$ cat config.mk
export PLATFORM = sky130hd
export DESIGN_NAME = uvst_queue
export DESIGN_NICKNAME = d
export VERILOG_FILES = /design/src/hdl/uvst_pkg.sv /design/src/hdl/uvst_queue.sv
export SDC_FILE = /design/constraint.sdc
export NUM_CORES = 1
export LEC_CHECK = 0
export BUFFER_PORTS_ARGS = -buffer_cell sky130_fd_sc_hd__buf_2
export CORE_ASPECT_RATIO = 1.4
export CORE_UTILIZATION = 52
export CTS_BUF_LIST = sky130_fd_sc_hd__clkbuf_4 sky130_fd_sc_hd__clkbuf_8 sky130_fd_sc_hd__clkbuf_16
export DETAILED_ROUTE_END_ITERATION = 10
export GPL_ROUTABILITY_DRIVEN = 0
export HOLD_SLACK_MARGIN = 0.12
export PLACE_DENSITY = 0.87
export SYNTH_ARGS = -nofsm -noshare
export SYNTH_HDL_FRONTEND = slang
export SYNTH_SLANG_ARGS = --single-unit
$ cat constraint.sdc
create_clock -name clk_i -period 4.46 [get_ports clk_i]
set_input_delay 0.223 -clock clk_i [delete_from_list [all_inputs] [get_ports clk_i]]
set_output_delay 0.223 -clock clk_i [all_outputs]
set_load 0.02 [all_outputs]
$ cat src/hdl/uvst_pkg.sv
`timescale 1ns / 1ps
// ----------------------------------------------------------------------------
// uvst_pkg
// Shared types, constants and tables of the UV sphere tessellator.
// ----------------------------------------------------------------------------
package uvst_pkg;

  localparam int unsigned DefMaxSectors = 256;
  localparam int unsigned DefMaxStacks  = 256;

  // Counts and grid indexes
  localparam int unsigned CntW  = 9;
  localparam int unsigned IdxW  = 17;
  localparam int unsigned PosW  = 17;
  localparam int unsigned TexW  = 17;
  localparam int unsigned RadW  = 16;

  // Divider: dividend is index << 24, quotient needs 25 bits
  localparam int unsigned DivFrac  = 24;
  localparam int unsigned DvdW     = CntW + DivFrac;
  localparam int unsigned QuoW     = DivFrac + 1;

  // Rotator
  localparam int unsigned CordIters = 20;
  localparam int unsigned CordW     = 34;
  localparam int unsigned AngW      = 26;
  localparam int unsigned TrigW     = 32;
  localparam logic signed [CordW-1:0] CordGain = 34'sd652032874;

  localparam logic signed [PosW+5:0] PosLimit = 23'sd65535;

  localparam int unsigned QDepth = 2;

  // Configuration register indexes
  typedef enum logic [1:0] {
    REG_SECTORS = 2'd0,
    REG_STACKS  = 2'd1,
    REG_RADIUS  = 2'd2,
    REG_NONE    = 2'd3
  } reg_idx_e;

  // Result kinds
  typedef enum logic [1:0] {
    KIND_VERTEX = 2'd0,
    KIND_TRI    = 2'd1,
    KIND_ERROR  = 2'd2,
    KIND_RSVD   = 2'd3
  } kind_e;

  // Back-end sequencer
  typedef enum logic [3:0] {
    ST_IDLE,
    ST_DIV,
    ST_LOADC,
    ST_ROT,
    ST_MUL1,
    ST_MUL2,
    ST_VTX,
    ST_UP,
    ST_LO,
    ST_ERR
  } bk_state_e;

  // Classified grid point waiting for the back end
  typedef struct packed {
    logic            err;
    logic            has_up;
    logic            has_lo;
    logic [CntW-1:0] stack_i;
    logic [CntW-1:0] sector_j;
    logic [CntW-1:0] sectors;
    logic [CntW-1:0] stacks;
    logic [IdxW-1:0] base_k;
  } entry_t;

  // Arctangent table, 2^-24 turn
  function automatic logic signed [AngW-1:0] atan_turn(input logic [4:0] k);
    logic signed [AngW-1:0] v;
    case (k)
      5'd0:  v = 26'sd2097152;
      5'd1:  v = 26'sd1238021;
      5'd2:  v = 26'sd654136;
      5'd3:  v = 26'sd332050;
      5'd4:  v = 26'sd166669;
      5'd5:  v = 26'sd83416;
      5'd6:  v = 26'sd41718;
      5'd7:  v = 26'sd20860;
      5'd8:  v = 26'sd10430;
      5'd9:  v = 26'sd5215;
      5'd10: v = 26'sd2608;
      5'd11: v = 26'sd1304;
      5'd12: v = 26'sd652;
      5'd13: v = 26'sd326;
      5'd14: v = 26'sd163;
      5'd15: v = 26'sd81;
      5'd16: v = 26'sd41;
      5'd17: v = 26'sd20;
      5'd18: v = 26'sd10;
      5'd19: v = 26'sd5;
      default: v = '0;
    endcase
    return v;
  endfunction

  // Saturate a rounded position to +-65535
  function automatic logic [PosW-1:0] sat_pos(input logic signed [PosW+5:0] v);
    logic [PosW-1:0] r;
    if (v > PosLimit) begin
      r = PosW'(PosLimit);
    end else if (v < -PosLimit) begin
      r = PosW'(-PosLimit);
    end else begin
      r = v[PosW-1:0];
    end
    return r;
  endfunction

endpackage

$ cat src/hdl/uvst_queue.sv
`timescale 1ns / 1ps
// ----------------------------------------------------------------------------
// uvst_queue
// Short queue of classified requests between front end and back end.
// ----------------------------------------------------------------------------
module uvst_queue
  import uvst_pkg::*;
(
  input  logic   clk_i,
  input  logic   rst_ni,
  input  logic   push_i,
  input  entry_t push_data_i,
  output logic   full_o,
  input  logic   pop_i,
  output logic   valid_o,
  output entry_t head_o
);

  entry_t mem_q [QDepth];
  logic [$clog2(QDepth)-1:0] wr_q, rd_q;
  logic [$clog2(QDepth+1)-1:0] cnt_q;

  assign full_o  = (cnt_q == ($clog2(QDepth+1))'(QDepth));
  assign valid_o = (cnt_q != '0);
  assign head_o  = mem_q[rd_q];

  // Storage
  always_ff @(posedge clk_i) begin
    if (push_i) begin
      mem_q[wr_q] <= push_data_i;
    end
  end

  // Pointers and fill count
  always_ff @(posedge clk_i or negedge rst_ni) begin
    if (!rst_ni) begin
      wr_q  <= '0;
      rd_q  <= '0;
      cnt_q <= '0;
    end else begin
      if (push_i) begin
        wr_q <= wr_q + 1'b1;
      end
      if (pop_i) begin
        rd_q <= rd_q + 1'b1;
      end
      if (push_i && !pop_i) begin
        cnt_q <= cnt_q + 1'b1;
      end else if (pop_i && !push_i) begin
        cnt_q <= cnt_q - 1'b1;
      end
    end
  end

endmodule

==> metrics.md <==
| Metric | Value |
|---|---|
| Post-DRT Antenna Nets | 0 |
| RSZ-0062 raised after global routing | false |
| CP required | 4.24 ns |
| Area growth, synth to finish | 42.13% |
| Synth warnings | 0 |
| Commonest non-fill, non-tap cells in the layout | buf_2 (117), edfxtp_1 (112), dlygate4sd3_1 (59) |
| Ant. Diodes | 0 |
| Htree depth | 4 |
| Final instance area | 0.006183 mm² |
| Antenna violations before repair | 0 |
| Net Sw Frac | 0.2954 |
| Slowest-stage cell, CP | dfrtp_4 |
| Final wirelength | 8183 µm |
| Seq/Total Area, Yosys | 0.7961 |
| Share of total power in the clock network | 0.309 |
| Die ar. | 0.008741 mm² |
| Yosys cell types | 14 |
| Pint | 2.795 mW |
| Max clock buf depth | 2 |
| Cells on worst reg2reg path | 2 |
| Layout cell share with drive strength beyond 1 | 0.5355 |
| Complex-gate fraction of the synthesized area | 0 |
| Slack of the critical path | 2.179 ns |
| GRT Total Usage | 0.2026 |
| Reg-to-Reg End | mem_q[1][53] |
| #FFs+latches synth | 116 |
| Critical Path AT | 2.06 ns |
| First-pass GRT wire length | 12090 µm |
| Critical path class | reg2out |
| FP Rows | 39 |
| Sw power | 1.171 mW |
| Port-buffer cells | 117 |
| Worst path cell trace | mux2_2 -> buf_2 |
| CORE AREA | 0.008149 mm² |
| Drt first pass iters | 4 |
| Transition time at the pin with the least slew margin | 0.9238 ns |
| Mapped Nets | 251 |
| Comb power frac | 0.278 |
| Final Util | 0.7588 |
| Largest family of logic cells by synthesized area | multiplexers |
| Die extent in y | 110.2 µm |
| Max Fclk | 0.4384 GHz |
| DRC Markers | 0 |
| Total power | 3.966 mW |
| Post-Syn Area | 0.004350 mm² |
| Static leakage | 2.501 nW |
| Dpl cell area | 0.005036 mm² |
| Worst-Skew Late Latency | 0.40 ns |
| Worst setup EP type | output pin |
| Number of global-route vias before repair | 2514 |
| Die X | 79.31 µm |
| Largest net degree at the start of global routing | 58 |
| Worst clock skew | 0.009206 ns |
| Status | finished, final reports clean |
| Hold WC Path Type | in2async |
| Gate Count Post-Synth | 190 |
| DRT iter0 DRCs | 69 |
| Max-slew violations | 0 |
| Fin Setup TNS | 0 ns |
| Gr ovfl total | 0 |
| Clock Sinks | 116 |
| Critical Path Start | rd_q |
| Avg Cell Area, Syn | 22.90 µm² |
| Place WS | 2.573 ns |
| Post-synthesis simple-gate area fraction | 0.006615 |
| Clock-pin slew on the worst setup and hold paths | 0.05 ns |
| Final HPWL DP | 4365 µm |
| CP Capture Point | head_o[28] |
| Crit start category | flop |
| Sequential power share | 0.413 |
| Xor/xnor cell area share of the yosys netlist | 0.01007 |
| Vias per cell | 4.839 |
| Share of synthesized cell area in full adder, half adder and majority cells | 0.002876 |
| Worst r2r src | wr_q |
| Ports | 118 |
| Final Hold Vio Count | 0 |
| Vias | 2400 |
| Power density over cell area | 641.4 mW/mm² |
| Crit path time final | 2.281 ns |
| Most common library cell in the layout ignoring fill and taps | buf_2 |
| Starting Density | 0.5339 |
| Flop2flop setup slack | 2.57 ns |
| CP max FO | 57 |
| Max cap viols | 0 |
| Net count, final | 442 |
| CTS tree | built |
| VDD IR max | 0.7248 mV |
| WL/cell | 16.50 µm |
| # setup viols final | 0 |
| Slowest cell delay on critical path | 1.03 ns |
| Slew margin rel. | 0.3841 |
| Multiplexer share of the synthesized area | 0.1708 |
| Crit share post-route | 0.5114 |
| CTS buffer count | 17 |
| CTS root buf | clkbuf_16 |
-- state kept, by name (all words and copies together), names as in the netlist --
register,flops
rd_q,1
wr_q,1
cnt_q,2
mem_q,112
-- cell type report --
type | count | area (µm²)
clock buffers | 27 | 531.8
clock inverters | 5 | 25.02
well taps | 102 | 127.6
inverters | 1 | 3.754
flip-flops and latches | 116 | 3467
fillers | 459 | 1966
multi-input cells | 67 | 837.1
repair buffers | 178 | 1191
-- metal layers --
metal | global-route usage | vias up | part of all wire
met3 | 0.08477 | 19 | 0.043
li1 | - | 1131 | -
met5 | 0 | - | 0
met4 | 0.1156 | 0 | 0.026
met2 | 0.3651 | 82 | 0.56
met1 | 0.1905 | 1168 | 0.37
-- worst max-delay path: cells and delay by family, from the launching register on --
family	cells	cell delay (ns)
buffers and inverters	1	0.16
muxes	1	0.44
DFF	1	1.03
-- cell usage after synthesis, drive strengths merged --
| cell type | number | area [µm²] |
|---|---|---|
| dfrtp | 4 | 100.1 |
| xor2 | 4 | 35.03 |
| nor2b | 2 | 12.51 |
| or2 | 1 | 6.260 |
| mux2 | 56 | 743.2 |
| inv | 1 | 3.750 |
| buf | 6 | 55.05 |
| and2 | 1 | 6.260 |
| ha | 1 | 12.51 |
| edfxtp | 112 | 3363 |
| nor2 | 1 | 3.750 |
| xnor2 | 1 | 8.760 |
-- how the worst min path moves through the flow --
stage / from / to / slack (ns)
after detailed placement: rst_ni / wr_q / 0.03
final: rst_ni / wr_q / 0.17
after CTS: rst_ni / wr_q / 0.13
after global placement: rst_ni / wr_q / 0.03
after global routing: rst_ni / rd_q / 0.17
after floorplan: rst_ni / cnt_q[0] / -0.07
-- timing repair --
action | 4_1_cts | 5_1_grt
resized for setup | 0 | 0
hold buffers | 59 | 0
setup buffers | 0 | 0
endpoints found under the hold margin | 118 | 0
-- logic make-up (layout without fill, tap and decap cells) --
family,after synthesis,in the layout
xor gates and xnor gates,5,5
and+or+nand+nor,5,5
muxes,56,56
adders and majority gates,1,1
DFF,116,116
buffers and inverters,7,211
-- power groups by stage --
stage	logic [mW]	registers (mW)	clock network [mW]
2_1_floorplan	0.895	1.53	0
3_3_place_gp	1.05	1.64	0
3_5_place_dp	1.06	1.66	0
4_1_cts	1.10	1.64	1.25
5_1_grt	1.18	1.67	1.29
6_report	1.10	1.64	1.22
-- per-stage QoR --
step,instances,hold WS [ns]
floorplan,190,-0.07259
global placement,405,0.03138
detailed placement,405,0.03234
CTS,496,0.1269
global route,496,0.1651
finish,496,0.1735
Note: power is estimated with default switching activity, not from simulation.
