===== config.mk =====
export PLATFORM = sky130hd
export DESIGN_NAME = uvst_front
export DESIGN_NICKNAME = d
export VERILOG_FILES = /design/src/hdl/uvst_pkg.sv /design/src/hdl/uvst_front.sv
export SDC_FILE = /design/constraint.sdc
export NUM_CORES = 1
export LEC_CHECK = 0
export BUFFER_PORTS_ARGS = -buffer_cell sky130_fd_sc_hd__buf_2
export CAP_MARGIN = 20
export CORE_ASPECT_RATIO = 0.7
export CORE_MARGIN = 10
export CORE_UTILIZATION = 30
export DETAILED_ROUTE_END_ITERATION = 7
export PLACE_DENSITY_LB_ADDON = 0.1
export SKIP_LAST_GASP = 1
export SYNTH_ARGS = -nofsm -noshare
export SYNTH_HDL_FRONTEND = slang
export SYNTH_SLANG_ARGS = --single-unit

===== constraint.sdc =====
create_clock -name vclk -period 18.6
set_input_delay 0.93 -clock vclk [all_inputs]
set_output_delay 0.93 -clock vclk [all_outputs]
set_load 0.02 [all_outputs]

===== src/hdl/uvst_pkg.sv =====
`timescale 1ns / 1ps
// ----------------------------------------------------------------------------
// uvst_pkg
// Shared types, constants and tables of the UV sphere tessellator.
// ----------------------------------------------------------------------------
package uvst_pkg;

  localparam int unsigned DefMaxSectors = 256;
  localparam int unsigned DefMaxStacks  = 256;

  // Counts and grid indexes
  localparam int unsigned CntW  = 9;
  localparam int unsigned IdxW  = 17;
  localparam int unsigned PosW  = 17;
  localparam int unsigned TexW  = 17;
  localparam int unsigned RadW  = 16;

  // Divider: dividend is index << 24, quotient needs 25 bits
  localparam int unsigned DivFrac  = 24;
  localparam int unsigned DvdW     = CntW + DivFrac;
  localparam int unsigned QuoW     = DivFrac + 1;

  // Rotator
  localparam int unsigned CordIters = 20;
  localparam int unsigned CordW     = 34;
  localparam int unsigned AngW      = 26;
  localparam int unsigned TrigW     = 32;
  localparam logic signed [CordW-1:0] CordGain = 34'sd652032874;

  localparam logic signed [PosW+5:0] PosLimit = 23'sd65535;

  localparam int unsigned QDepth = 2;

  // Configuration register indexes
  typedef enum logic [1:0] {
    REG_SECTORS = 2'd0,
    REG_STACKS  = 2'd1,
    REG_RADIUS  = 2'd2,
    REG_NONE    = 2'd3
  } reg_idx_e;

  // Result kinds
  typedef enum logic [1:0] {
    KIND_VERTEX = 2'd0,
    KIND_TRI    = 2'd1,
    KIND_ERROR  = 2'd2,
    KIND_RSVD   = 2'd3
  } kind_e;

  // Back-end sequencer
  typedef enum logic [3:0] {
    ST_IDLE,
    ST_DIV,
    ST_LOADC,
    ST_ROT,
    ST_MUL1,
    ST_MUL2,
    ST_VTX,
    ST_UP,
    ST_LO,
    ST_ERR
  } bk_state_e;

  // Classified grid point waiting for the back end
  typedef struct packed {
    logic            err;
    logic            has_up;
    logic            has_lo;
    logic [CntW-1:0] stack_i;
    logic [CntW-1:0] sector_j;
    logic [CntW-1:0] sectors;
    logic [CntW-1:0] stacks;
    logic [IdxW-1:0] base_k;
  } entry_t;

  // Arctangent table, 2^-24 turn
  function automatic logic signed [AngW-1:0] atan_turn(input logic [4:0] k);
    logic signed [AngW-1:0] v;
    case (k)
      5'd0:  v = 26'sd2097152;
      5'd1:  v = 26'sd1238021;
      5'd2:  v = 26'sd654136;
      5'd3:  v = 26'sd332050;
      5'd4:  v = 26'sd166669;
      5'd5:  v = 26'sd83416;
      5'd6:  v = 26'sd41718;
      5'd7:  v = 26'sd20860;
      5'd8:  v = 26'sd10430;
      5'd9:  v = 26'sd5215;
      5'd10: v = 26'sd2608;
      5'd11: v = 26'sd1304;
      5'd12: v = 26'sd652;
      5'd13: v = 26'sd326;
      5'd14: v = 26'sd163;
      5'd15: v = 26'sd81;
      5'd16: v = 26'sd41;
      5'd17: v = 26'sd20;
      5'd18: v = 26'sd10;
      5'd19: v = 26'sd5;
      default: v = '0;
    endcase
    return v;
  endfunction

  // Saturate a rounded position to +-65535
  function automatic logic [PosW-1:0] sat_pos(input logic signed [PosW+5:0] v);
    logic [PosW-1:0] r;
    if (v > PosLimit) begin
      r = PosW'(PosLimit);
    end else if (v < -PosLimit) begin
      r = PosW'(-PosLimit);
    end else begin
      r = v[PosW-1:0];
    end
    return r;
  endfunction

endpackage


===== src/hdl/uvst_front.sv =====
`timescale 1ns / 1ps
// ----------------------------------------------------------------------------
// uvst_front
// Accepts grid points, clamps counts, range-checks and computes vertex index.
// ----------------------------------------------------------------------------
module uvst_front
  import uvst_pkg::*;
#(
  parameter int unsigned MAX_SECTORS = DefMaxSectors,
  parameter int unsigned MAX_STACKS  = DefMaxStacks
) (
  input  logic            in_valid_i,
  output logic            in_stall_o,
  input  logic [CntW-1:0] stack_index_i,
  input  logic [CntW-1:0] sector_index_i,
  input  logic [CntW-1:0] sector_count_i,
  input  logic [CntW-1:0] stack_count_i,
  input  logic            q_full_i,
  output logic            q_push_o,
  output entry_t          q_data_o
);

  logic [CntW-1:0]   s_cnt, t_cnt;
  logic [2*CntW:0]   k_full;
  logic              in_cell;

  // Effective counts: zero acts as one, large values hit the maximum
  always_comb begin
    if (sector_count_i == '0) begin
      s_cnt = CntW'(1);
    end else if (32'(sector_count_i) > MAX_SECTORS) begin
      s_cnt = CntW'(MAX_SECTORS);
    end else begin
      s_cnt = sector_count_i;
    end
    if (stack_count_i == '0) begin
      t_cnt = CntW'(1);
    end else if (32'(stack_count_i) > MAX_STACKS) begin
      t_cnt = CntW'(MAX_STACKS);
    end else begin
      t_cnt = stack_count_i;
    end
  end

  // Vertex index of (i, j): i*(S+1)+j
  assign k_full  = (2*CntW+1)'(stack_index_i * ({1'b0, s_cnt} + 1'b1))
                 + (2*CntW+1)'(sector_index_i);
  assign in_cell = (stack_index_i < t_cnt) && (sector_index_i < s_cnt);

  // Classification
  always_comb begin
    q_data_o.err      = (stack_index_i > t_cnt) || (sector_index_i > s_cnt);
    q_data_o.has_up   = in_cell && (stack_index_i != '0);
    q_data_o.has_lo   = in_cell && (stack_index_i != (t_cnt - 1'b1));
    q_data_o.stack_i  = stack_index_i;
    q_data_o.sector_j = sector_index_i;
    q_data_o.sectors  = s_cnt;
    q_data_o.stacks   = t_cnt;
    q_data_o.base_k   = k_full[IdxW-1:0];
  end

  assign in_stall_o = q_full_i;
  assign q_push_o   = in_valid_i && !q_full_i;

endmodule


==> impl_metrics.toml <==
[timing]
finalHoldViolCount = 0
slew_headroom_pct = 37.8
rsz0062_at_grt = "false"
worst_slack_ns = 9.83
tightest_slew_ns = 0.927
finalCritPeriodShare_pct = 47.2
max_freq_ghz = 0.114
fin_tns_setup_ns = 0
min_period_ns = 8.77
setup_viol = 0
finalMaxSlewViolations = 0

[floorplanning]
die_x_um = 161
die_h_um = 118
design.core.area_um2 = 13400
rows = 35
initial_core_util_pct = 31.1
pin_count = 96
dieArea_um2 = 19000

[job]
drv_cap = 0

[grt]
grt_use_met2_pct = 18.0
grt_max_degree = 18
grt_use_met1_pct = 20.2
met3_usage_pct = 1.35
grt_pass1_wl_mm = 20.0
grtUsageTotal_pct = 12.5
grt_overflow_total = 0
grt.busiest_layer = "met1"
first_global_vias = 3519
antenna_found_initial = 0

[pwr]
pwr-share-comb_pct = 100.0
leakage_uw = 0.00248
powerDensity_nw_per_um2 = 115
p_seq_share_pct = 0
intPower_uw = 208
switchingPower_uw = 329
vdd_drop_max_v = 0.000184
sw_frac_of_total_pct = 61.3
p_clk_share_pct = 0

[routing]
ant_nets = 0
vias = 3518
first_pass_iters = 4
drc_errors = 0
drt_iter0_drc = 112
vias_per_cell = 4.70
post_drt_wl_per_cell_um = 16.5
totalWireLength_mm = 12.4

[final_layout]
syn2layout_area_growth_pct = 12.7
nets = 731
diodes = 0
clock_buffers = 0
final-seq-area_um2 = 0
final_layout_size_suffix_gt1_share_pct = 19.3
fill_cells = 1445
seq_cells = 0

[placed_design]
port_buffers = 96
dp_hpwl_mm = 10.6
gp_congestion = 0.788
pre_cts_ws_ns = 9.87

[synthesis]
synth_cell_types = 48
yosysWarnings = 0
syn_area_um2 = 4160
yosysSeqAreaShare_pct = 0
syn_inst = 497
syn_area_per_cell_um2 = 8.37

[worst_hold_path]
hp-start = "q_full_i"
holdPathEnd = "in_stall_o"
hp-class = "primary input to primary output"
hold-path-cell-count = 2

[clock_network]
hold_buffers = 0
postCtsSetupBuffers = 0
cts_resized = 0

[outcome]
outcome = "complete, no violations"

[setup_path]
cpPeakStageDelay_ns = 0.65
crit_fanout = 10
critPathLaunchType = "primary input"
worstSetupPathType = "primary input to primary output"
crit_slowest_cell = "a21oi_1"
end_kind = "primary output"
critPathArrivalTime_ns = 7.84
required_ns = 17.67
[cells in the mapped netlist (2+ instances only)]
library cell,n,area [um2]
a211oi_2,4,50.1
a21o_1,6,45.0
a21oi_1,18,90.1
a221oi_1,2,17.5
a31oi_1,3,18.8
and2_1,46,288
and3_1,3,18.8
and4_1,2,17.5
buf_2,4,20.0
buf_4,19,143
clkbuf_1,11,41.3
conb_1,2,7.51
fa_1,61,1220
ha_1,66,826
inv_1,75,282
nand2_1,47,176
nand2b_1,2,12.5
nand3_1,5,25.0
nand4_1,2,12.5
nor2_1,17,63.8
nor2b_1,11,68.8
nor3_1,7,35.0
nor3_2,2,20.0
nor4_1,8,50.1
o211ai_1,6,45.0
o21ai_0,14,70.1
o21ai_1,2,10.0
o21bai_1,2,15.0
xnor2_1,25,219
xor2_1,7,61.3
[per-layer routing]
metal	routed length, um	part of all wire, %
met5	0	0
met4	0	0
met3	591	4.8
met1	6730	54
met2	5050	41
[worst max-delay path: cells and delay by family]
kind,cells,cell delay [ns]
xor gates and xnor gates,2,0.27
and+or+nand+nor,4,1.19
buffers and inverters,6,0.48
adders and majority gates,7,2.93
AOI/OAI and AO/OA,7,2.02
[power by group through the flow]
stage	Sequential [uW]	Combinational (uW)	Clock, uW
2_1_floorplan	0	392	0
3_3_place_gp	0	544	0
3_5_place_dp	0	542	0
4_1_cts	0	548	0
5_1_grt	0	603	0
6_report	0	537	0
[worst max-delay path by stage]
stage | startpoint | depth (start not counted) | endpoint
6_report | sector_count_i[1] | 26 | q_data_o[15]
5_1_grt | sector_count_i[4] | 26 | q_data_o[15]
4_1_cts | sector_count_i[5] | 27 | q_data_o[15]
3_5_place_dp | sector_count_i[5] | 27 | q_data_o[15]
3_3_place_gp | sector_count_i[5] | 27 | q_data_o[15]
2_1_floorplan | sector_count_i[5] | 25 | q_data_o[16]
[cell type report]
class | instances | area [um2] | area share (%)
timing repair buffer | 96 | 480 | 10.3
multi-input combinational | 393 | 3690 | 78.8
tap | 185 | 231 | 4.94
inverter | 75 | 282 | 6.01
[stage by stage]
| step | util, % | hold WS (ns) | cell area (um2) | cells | total power (uW) |
|---|---|---|---|---|---|
| floorplan | - | 1.94 | 4180 | 502 | 392 |
| global placement | 35.1 | 2.10 | 4680 | 749 | 544 |
| detailed placement | 35.1 | 2.10 | 4680 | 749 | 542 |
| CTS | 35.1 | 2.10 | 4680 | 749 | 548 |
| global route | 35.1 | 2.12 | 4680 | 749 | 603 |
| finish | 35.1 | 2.10 | 4680 | 749 | 537 |
[cells in the final DEF (no fill, tap or decap), types with 3 or more instances in the layout]
| cell | n |
|---|---|
| nor2b_1 | 11 |
| fa_1 | 61 |
| o211ai_1 | 6 |
| conb_1 | 7 |
| ha_1 | 66 |
| nor4_1 | 8 |
| o21ai_0 | 14 |
| a21oi_1 | 18 |
| a21o_1 | 6 |
| a211oi_2 | 4 |
| xnor2_1 | 25 |
| and2_1 | 46 |
| nand3_1 | 5 |
| inv_1 | 75 |
| xor2_1 | 7 |
| nand2_1 | 47 |
| nor3_1 | 7 |
| nor2_1 | 17 |
| and3_1 | 3 |
| a31oi_1 | 3 |
| buf_2 | 96 |
[logic make-up after synthesis]
family          after synthesis  synth area share, %
compound gates               69                 11.8
fa+ha+maj                   127                 49.2
buf+inv                     109                 11.7
xor+xnor                     32                 6.74
other cells                   2                0.181
simple gates                158                 20.4
No activity file was read; power rests on OpenSTA's default activity.
